[config.mk]
export PLATFORM = sky130hd
export DESIGN_NAME = trm_front
export DESIGN_NICKNAME = d
export VERILOG_FILES = /design/src/rtl/core/trm_pkg.sv /design/src/rtl/core/trm_front.sv
export SDC_FILE = /design/constraint.sdc
export NUM_CORES = 1
export LEC_CHECK = 0
export BUFFER_PORTS_ARGS = -buffer_cell sky130_fd_sc_hd__buf_2
export CAP_MARGIN = 20
export CORE_MARGIN = 5
export CORE_UTILIZATION = 58
export DETAILED_ROUTE_END_ITERATION = 8
export GPL_TIMING_DRIVEN = 0
export PLACE_DENSITY = 0.81
export SLEW_MARGIN = 20
export SYNTH_ARGS = -nofsm -noshare
export SYNTH_HDL_FRONTEND = slang
export SYNTH_SLANG_ARGS = --single-unit
[constraint.sdc]
create_clock -name i_clk -period 11.2 [get_ports i_clk]
set_input_delay 0.56 -clock i_clk [delete_from_list [all_inputs] [get_ports i_clk]]
set_output_delay 0.56 -clock i_clk [all_outputs]
set_load 0.01 [all_outputs]
[src/rtl/core/trm_pkg.sv]
package trm_pkg;

    localparam int DataW   = 32;
    localparam int VecW    = DataW + 1;         // difference or sum of two Q16.16 values
    localparam int DotW    = 2 * VecW + 2;      // sum of three VecW x VecW products
    localparam int DenW    = 2 * DotW + 2;      // D, N1 and N2
    localparam int AccW    = 176;               // output numerator, with headroom
    localparam int CfgIdxW = 3;
    localparam int QDepth  = 2;
    localparam int QPtrW   = $clog2(QDepth);
    localparam int QCntW   = $clog2(QDepth + 1);
    localparam int MulCntW = $clog2(DotW + 1);
    localparam int DivCntW = $clog2(AccW + 1);

    typedef enum logic [CfgIdxW-1:0] {
        REG_CAM_X  = 3'd0,
        REG_CAM_Y  = 3'd1,
        REG_CAM_Z  = 3'd2,
        REG_PROJ_X = 3'd3,
        REG_PROJ_Y = 3'd4,
        REG_PROJ_Z = 3'd5
    } t_reg_idx;

    typedef struct packed {
        logic signed [DataW-1:0] cam_point_x;
        logic signed [DataW-1:0] cam_point_y;
        logic signed [DataW-1:0] cam_point_z;
        logic signed [DataW-1:0] proj_point_x;
        logic signed [DataW-1:0] proj_point_y;
        logic signed [DataW-1:0] proj_point_z;
    } t_in_req;

    typedef struct packed {
        logic signed [DataW-1:0] object_x;
        logic signed [DataW-1:0] object_y;
        logic signed [DataW-1:0] object_z;
    } t_out_req;

    typedef logic [2:0][VecW-1:0] t_vec;

    typedef struct packed {
        t_vec u;
        t_vec v;
    } t_job;

    typedef struct packed {
        logic start;
        logic long_op;
    } t_mul_ctl;

    typedef struct packed {
        logic done;
        logic neg;
    } t_mul_res;

    typedef struct packed {
        logic done;
        logic big;
    } t_div_res;

endpackage

[src/rtl/core/trm_front.sv]
module trm_front (
    input  logic                         i_clk,
    input  logic                         i_rst_n,
    input  logic                         i_cfg_we,
    input  logic [trm_pkg::CfgIdxW-1:0]  i_cfg_idx,
    input  logic [trm_pkg::DataW-1:0]    i_cfg_data,
    input  logic                         i_valid,
    output logic                         o_ready,
    input  trm_pkg::t_in_req             i_req,
    output logic                         o_job_valid,
    input  logic                         i_job_pop,
    output trm_pkg::t_job                o_job,
    output trm_pkg::t_vec                o_w,
    output trm_pkg::t_vec                o_s
);
    import trm_pkg::*;

    logic signed [DataW-1:0] r_cam  [3];
    logic signed [DataW-1:0] r_proj [3];
    t_job                    r_q [QDepth];
    logic [QPtrW-1:0]        r_wr;
    logic [QPtrW-1:0]        r_rd;
    logic [QCntW-1:0]        r_cnt;

    logic signed [DataW-1:0] pc [3];
    logic signed [DataW-1:0] pp [3];
    t_job                    job_in;
    logic                    push;

    assign pc[0] = i_req.cam_point_x;
    assign pc[1] = i_req.cam_point_y;
    assign pc[2] = i_req.cam_point_z;
    assign pp[0] = i_req.proj_point_x;
    assign pp[1] = i_req.proj_point_y;
    assign pp[2] = i_req.proj_point_z;

    // ray directions and the center terms, all exact in VecW bits
    always_comb begin
        for (int k = 0; k < 3; k++) begin
            job_in.u[k] = VecW'(pc[k]) - VecW'(r_cam[k]);
            job_in.v[k] = VecW'(pp[k]) - VecW'(r_proj[k]);
            o_w[k]      = VecW'(r_cam[k]) - VecW'(r_proj[k]);
            o_s[k]      = VecW'(r_cam[k]) + VecW'(r_proj[k]);
        end
    end

    assign o_ready     = (r_cnt != QCntW'(QDepth));
    assign push        = i_valid && o_ready;
    assign o_job_valid = (r_cnt != '0);
    assign o_job       = r_q[r_rd];

    always_ff @(posedge i_clk) begin
        if (!i_rst_n) begin
            for (int k = 0; k < 3; k++) begin
                r_cam[k]  <= '0;
                r_proj[k] <= '0;
            end
            r_wr  <= '0;
            r_rd  <= '0;
            r_cnt <= '0;
        end else begin
            if (i_cfg_we) begin
                case (i_cfg_idx)
                    REG_CAM_X:  r_cam[0]  <= i_cfg_data;
                    REG_CAM_Y:  r_cam[1]  <= i_cfg_data;
                    REG_CAM_Z:  r_cam[2]  <= i_cfg_data;
                    REG_PROJ_X: r_proj[0] <= i_cfg_data;
                    REG_PROJ_Y: r_proj[1] <= i_cfg_data;
                    REG_PROJ_Z: r_proj[2] <= i_cfg_data;
                    default: ;
                endcase
            end
            if (push) begin
                r_q[r_wr] <= job_in;
                r_wr      <= r_wr + QPtrW'(1);
            end
            if (i_job_pop) begin
                r_rd <= r_rd + QPtrW'(1);
            end
            if (push && !i_job_pop) begin
                r_cnt <= r_cnt + QCntW'(1);
            end else if (!push && i_job_pop) begin
                r_cnt <= r_cnt - QCntW'(1);
            end
        end
    end

endmodule

-- Word-level counts from Yosys, hierarchy flattened
Memories as Yosys holds them, arrays and structs flattened. A register that Yosys moved wholly into a read port is not among the register bits.
Cells that the tools add are included.
- memory bits (writable): 588
- bits in read-only memories: 0
- input port bits: 232
- bits in latches: 0
- output and inout bits: 398
- bits in registers: 4
- logic and storage cells: 80
- memories: 3
- multiplexer cells: 38
- order comparisons: 0
- bitwise gates (word level): 6
- add/sub/neg operators: 16
- reduce and logical (&&, ||, !) cells: 8
- multipliers: 0
- eq/ne operators: 6
- divide/modulo/power cells: 0
- shift operators: 0
- memories (memory ; words ; bits a word ; read ports ; clocked after Yosys merged registers in ; wr ports ; line ; text):
    r_q ; 2 ; 198 ; 1 ; 1 ; 1 ; trm_front.sv:20 ; t_job r_q [QDepth];
    r_cam ; 3 ; 32 ; 3 ; 0 ; 3 ; trm_front.sv:18 ; logic signed [DataW-1:0] r_cam [3];
    r_proj ; 3 ; 32 ; 3 ; 0 ; 3 ; trm_front.sv:19 ; logic signed [DataW-1:0] r_proj [3];
- operators with widths (operator ; number):
    $sub A32 B32 Y33 ; 9
    $mux W32 ; 6
    $add A32 B32 Y33 ; 3
    $mux W1 ; 30
    $eq A3 B2 Y1 const B ; 2
    $eq A3 B3 Y1 const B ; 2
    $or A1 B1 Y1 ; 6
    $mux W2 ; 2
    $reduce_bool A2 Y1 ; 2
    $eq A3 B1 Y1 const B ; 1
    $logic_and A1 B1 Y1 ; 3
    $logic_not A3 Y1 ; 1
    $add A1 B1 Y1 const B ; 2
    $add A2 B1 Y2 const B ; 1
    $logic_not A1 Y1 ; 2
    $ne A2 B2 Y1 const B ; 1
    $sub A2 B1 Y2 const B ; 1

-- Longest topological paths before layout
- depth in word-level cells: 6
- mapped depth: 13
- mapped depth without buffers: 13

-- Worst setup path after synthesis
No wires, ideal clock.
- path type: flip-flop to flip-flop
- start: register r_cnt[0]
- end: memory r_q[0][0] (netlist bit), enable pin
- data required time: 10.441 ns
- buffers on the path: 0
- data arrival time: 9.050 ns
- stages on the path, launching flop included: 5
- clock period less this slack: 9.808 ns
- setup time: 0.759 ns
- setup slack: 1.392 ns
- cells stage by stage: dfxtp_1 -> nand2b_1 -> and2_0 -> nand2_1 -> nor2_1
- word-level cells in the longest chain between the ends: 5
- ends and longest elaborated chain (item ; line ; text):
    start: declaration ; trm_front.sv:23 ; logic [QCntW-1:0] r_cnt;
    start signal: assignment ; trm_front.sv:81 ; r_cnt <= r_cnt + QCntW'(1);
    start signal: assignment ; trm_front.sv:83 ; r_cnt <= r_cnt - QCntW'(1);
    $ne A2 B2 Y1 ; trm_front.sv:47 ; assign o_ready = (r_cnt != QCntW'(QDepth));
    via o_ready ; trm_front.sv:8 ; output logic o_ready,
    $logic_and A1 B1 Y1 ; trm_front.sv:48 ; assign push = i_valid && o_ready;
    via push ; trm_front.sv:28 ; logic push;
    $mux W1 ; trm_front.sv:73 ; if (push) begin
    $mux W1 ; trm_front.sv:53 ; if (!i_rst_n) begin
    $mux W1 (not written as such) ; trm_front.sv:74 ; r_q[r_wr] <= job_in;
    end: declaration ; trm_front.sv:20 ;
The timed path passes the listed nets, and every way through them passes these cells.

==> impl_metrics.env <==
export IMPL_fin_cells=5398
export IMPL_overflow=0
export IMPL_fmax_mhz=199
export IMPL_cp_end_kind="output pin"
export IMPL_yosys_cell_types_count=93
export IMPL_yosys_top_cells_area="edfxtp_1 44%, ha_1 12%, xnor2_1 5.6%, mux2_2 5.6%, a21oi_1 3.9%"
export IMPL_irDropWorstVdd_mv=0.136
export IMPL_grt_max_degree=50
export IMPL_placed_cells=5244
export IMPL_track_usage_pct=32.8
export IMPL_ys_ff_latch=593
export IMPL_reg2reg_from="r_proj[0][64]$_DFFE_PP_"
export IMPL_path_class="reg -> out"
export IMPL_ys_async_sr_fraction_pct=0
export IMPL_relSlewSlack_pct=26.3
export IMPL_holdBufCountCts=0
export IMPL_worstPathMaxFanout=4
export IMPL_rsz0062_at_grt="false"
export IMPL_vias=32000
export IMPL_fp_dieH_um=272
export IMPL_finalHoldViolCount=0
export IMPL_holdPathEnd="r_cnt[1]$_SDFFE_PN0P_"
export IMPL_layout_min_cycle_time_ps=5030
export IMPL_clock_path_buffers=3
export IMPL_synthToLayoutAreaGrowth_pct=18.0
export IMPL_cts_made_buffers=67
export IMPL_stdcell_area_um2=47100
export IMPL_dp_hpwl_um=102000
export IMPL_dieArea_um2=74100
export IMPL_post_cts_buffers=0
export IMPL_critPathArrivalTime_ps=4470
export IMPL_holdPathStages=2
export IMPL_cts_tree="done"
export IMPL_slew_violations=0
export IMPL_antenna_found_initial=37
export IMPL_hp_class="in -> reg"
export IMPL_required_ps=10640
export IMPL_post_route_period_util_pct=45.0
export IMPL_powerDensity_nw_per_um2=165
export IMPL_netlist_instances=3714
export IMPL_wl_per_cell_um=23.5
export IMPL_root_buffer="clkbuf_16"
export IMPL_synth_area_um2=39900
export IMPL_fp_row_count=96
export IMPL_core_area_um2=68500
export IMPL_place_congestion=0.947
export IMPL_synth_nets=4343
export IMPL_setup_tns_ps=0
export IMPL_synth_ff_type="edfxtp_1"
export IMPL_drive_gt1_share_pct=22.7
export IMPL_fin_util_pct=68.7
export IMPL_drc=0
export IMPL_tightestPinTransition_ps=1100
export IMPL_portBuffers=629
export IMPL_avgSynthCellArea_um2=10.7
export IMPL_grt_pass1_wl_um=186000
export IMPL_htreeDepth=3
export IMPL_leakage_nw=19.9
export IMPL_yosysSeqAreaShare_pct=44.5
export IMPL_start_kind="flop"
export IMPL_yosys_area_top_type="edfxtp_1"
export IMPL_maxCapViolCount=0
export IMPL_yosys_warnings=0
export IMPL_insertion_delay_ps=620
export IMPL_ff2ff_path_depth=12
export IMPL_vias_per_cell=5.93
export IMPL_die_w_um=272
export IMPL_finClkSkew_ps=36.1
export IMPL_clk_pin_slew_worst_paths_ps=60
export IMPL_finalSetupViolCount=0
export IMPL_hold_slack_ps=260
export IMPL_ctsResizeCount=0
export IMPL_drt_iter0_drc=2318
export IMPL_clock_sinks=593
export IMPL_postRouteAntennaNets=0
export IMPL_io_pins=630
export IMPL_fin_nets=5060
export IMPL_start_util_pct=58.3
export IMPL_netlist_area_leader_share_pct=44.3
export IMPL_rrSetupSlack_ps=7070
export IMPL_synth_edf_count=588
export IMPL_r2r_end="r_q[0][96]$_DFFE_PP_"
export IMPL_min_from="i_rst_n"
export IMPL_routed_wl_um=127000
export IMPL_drtPass1Iterations=5
export IMPL_dpl_cell_area_um2=44700
export IMPL_grt_pass1_vias=31700
export IMPL_status="complete, no violations"
worst max-delay path, stage by stage (launching register included):
cell and delay (ps):
edfxtp_1 430, ha_1 250, fa_1 410, nor2b_1 190
o31ai_1 130, a21oi_1 160, nor2_1 90, o21ai_1 430
a211oi_2 230, o31ai_1 610, a21oi_1 290, o21ai_1 250
xor2_1 230, buf_2 170
cell usage in the layout, fill, tap and decap left out, types with 11 or more instances in the layout:
| cell | n |
|---|---|
| o21ai_0 | 90 |
| nand2_1 | 130 |
| edfxtp_1 | 588 |
| o21a_1 | 44 |
| nand4_1 | 22 |
| o21ai_1 | 51 |
| or3_1 | 16 |
| a31oi_1 | 31 |
| mux2_2 | 199 |
| nand2b_1 | 53 |
| nor3_1 | 52 |
| xnor2_1 | 256 |
| nor2b_1 | 43 |
| clkbuf_1 | 114 |
| a211oi_1 | 31 |
| xor2_1 | 85 |
| diode_2 | 32 |
| o31a_1 | 20 |
| and3_1 | 18 |
| ha_1 | 385 |
| fa_1 | 12 |
| nand3_1 | 52 |
| a211o_1 | 13 |
| nor2_1 | 246 |
| bufinv_16 | 11 |
| nor4_1 | 17 |
| clkbuf_16 | 69 |
| o21bai_1 | 67 |
| buf_2 | 638 |
| o211ai_1 | 25 |
| a21oi_1 | 312 |
| buf_16 | 11 |
| inv_2 | 14 |
| inv_1 | 323 |
| o31ai_1 | 27 |
| a21o_1 | 114 |
| and2_1 | 76 |
flip-flops by register name, summed over array words and instances (netlist names), named ones only:
| register | flops |
|---|---|
| r_q | 396 |
| r_cam | 96 |
| r_proj | 96 |
| r_cnt | 2 |
| r_rd | 1 |
| r_wr | 1 |
synthesized netlist by cell type (all sizes together), types with 67 or more instances:
cell type,instances
xor2,85
and2,77
nand2,131
xnor2,256
inv,337
a21oi,313
clkbuf,106
mux2,199
nor2,247
o21bai,67
o21ai,146
edfxtp,588
ha,385
a21o,114
per-layer routing:
metal | up-vias | part of all wire (%) | routed length, um | global-route usage, %
met5 | - | 0.092 | 117 | 0
met1 | 15400 | 39 | 50100 | 41.3
met2 | 1351 | 47 | 59400 | 54.2
li1 | 15000 | - | - | -
met3 | 290 | 9.0 | 11500 | 8.34
met4 | 16 | 4.6 | 5820 | 13.8
cell families after synthesis:
| logic type | Yosys count | synth area share, % |
|---|---|---|
| AO/OA/AOI/OAI | 948 | 15.7 |
| AND/OR/NAND/NOR | 773 | 9.59 |
| buffers and inverters | 460 | 4.38 |
| adder cells (fa/ha/maj) | 397 | 12.7 |
| XOR/XNOR | 341 | 7.49 |
| flip-flops | 593 | 44.5 |
| multiplexers | 202 | 5.69 |
worst max-delay path by stage:
stage,end,cells after the start,start,slack (ps)
after floorplan,r_q[0][0]$_DFFE_PP_,4,r_cnt[0]$_SDFFE_PN0P_,1390
after global placement,r_q[0][28]$_DFFE_PP_,4,i_rst_n,-4070
after detailed placement,o_w[63],13,r_proj[0][32]$_DFFE_PP_,6840
after CTS,o_w[63],13,r_proj[0][32]$_DFFE_PP_,6160
after global routing,o_w[63],13,r_proj[0][32]$_DFFE_PP_,5830
final,o_w[63],13,r_proj[0][32]$_DFFE_PP_,6170
stage by stage:
step	worst slack, ps	total power [mW]
global route	5830	8.11
global placement	-4070	5.42
finish	6170	7.77
floorplan	1390	4.51
CTS	6160	7.77
detailed placement	6840	5.44
cell type report:
class	instances	area, um2
Fill cell	5147	21400
Multi-Input combinational cell	2661	20400
Sequential cell	593	17800
Timing Repair Buffer	648	3610
Clock buffer	81	1770
Inverter	338	1270
Tap cell	882	1100
Clock inverter	41	543
Buffer	122	485
Antenna cell	32	80.1
power by group:
| part | total (mW) | switching [mW] | internal (mW) |
|---|---|---|---|
| Clock | 2.32 | 0.926 | 1.39 |
| Sequential | 2.83 | 0.0865 | 2.74 |
| Combinational | 2.62 | 1.61 | 1.01 |
| Total | 7.77 | 2.62 | 5.15 |
Power figures use the tool's default switching activity.
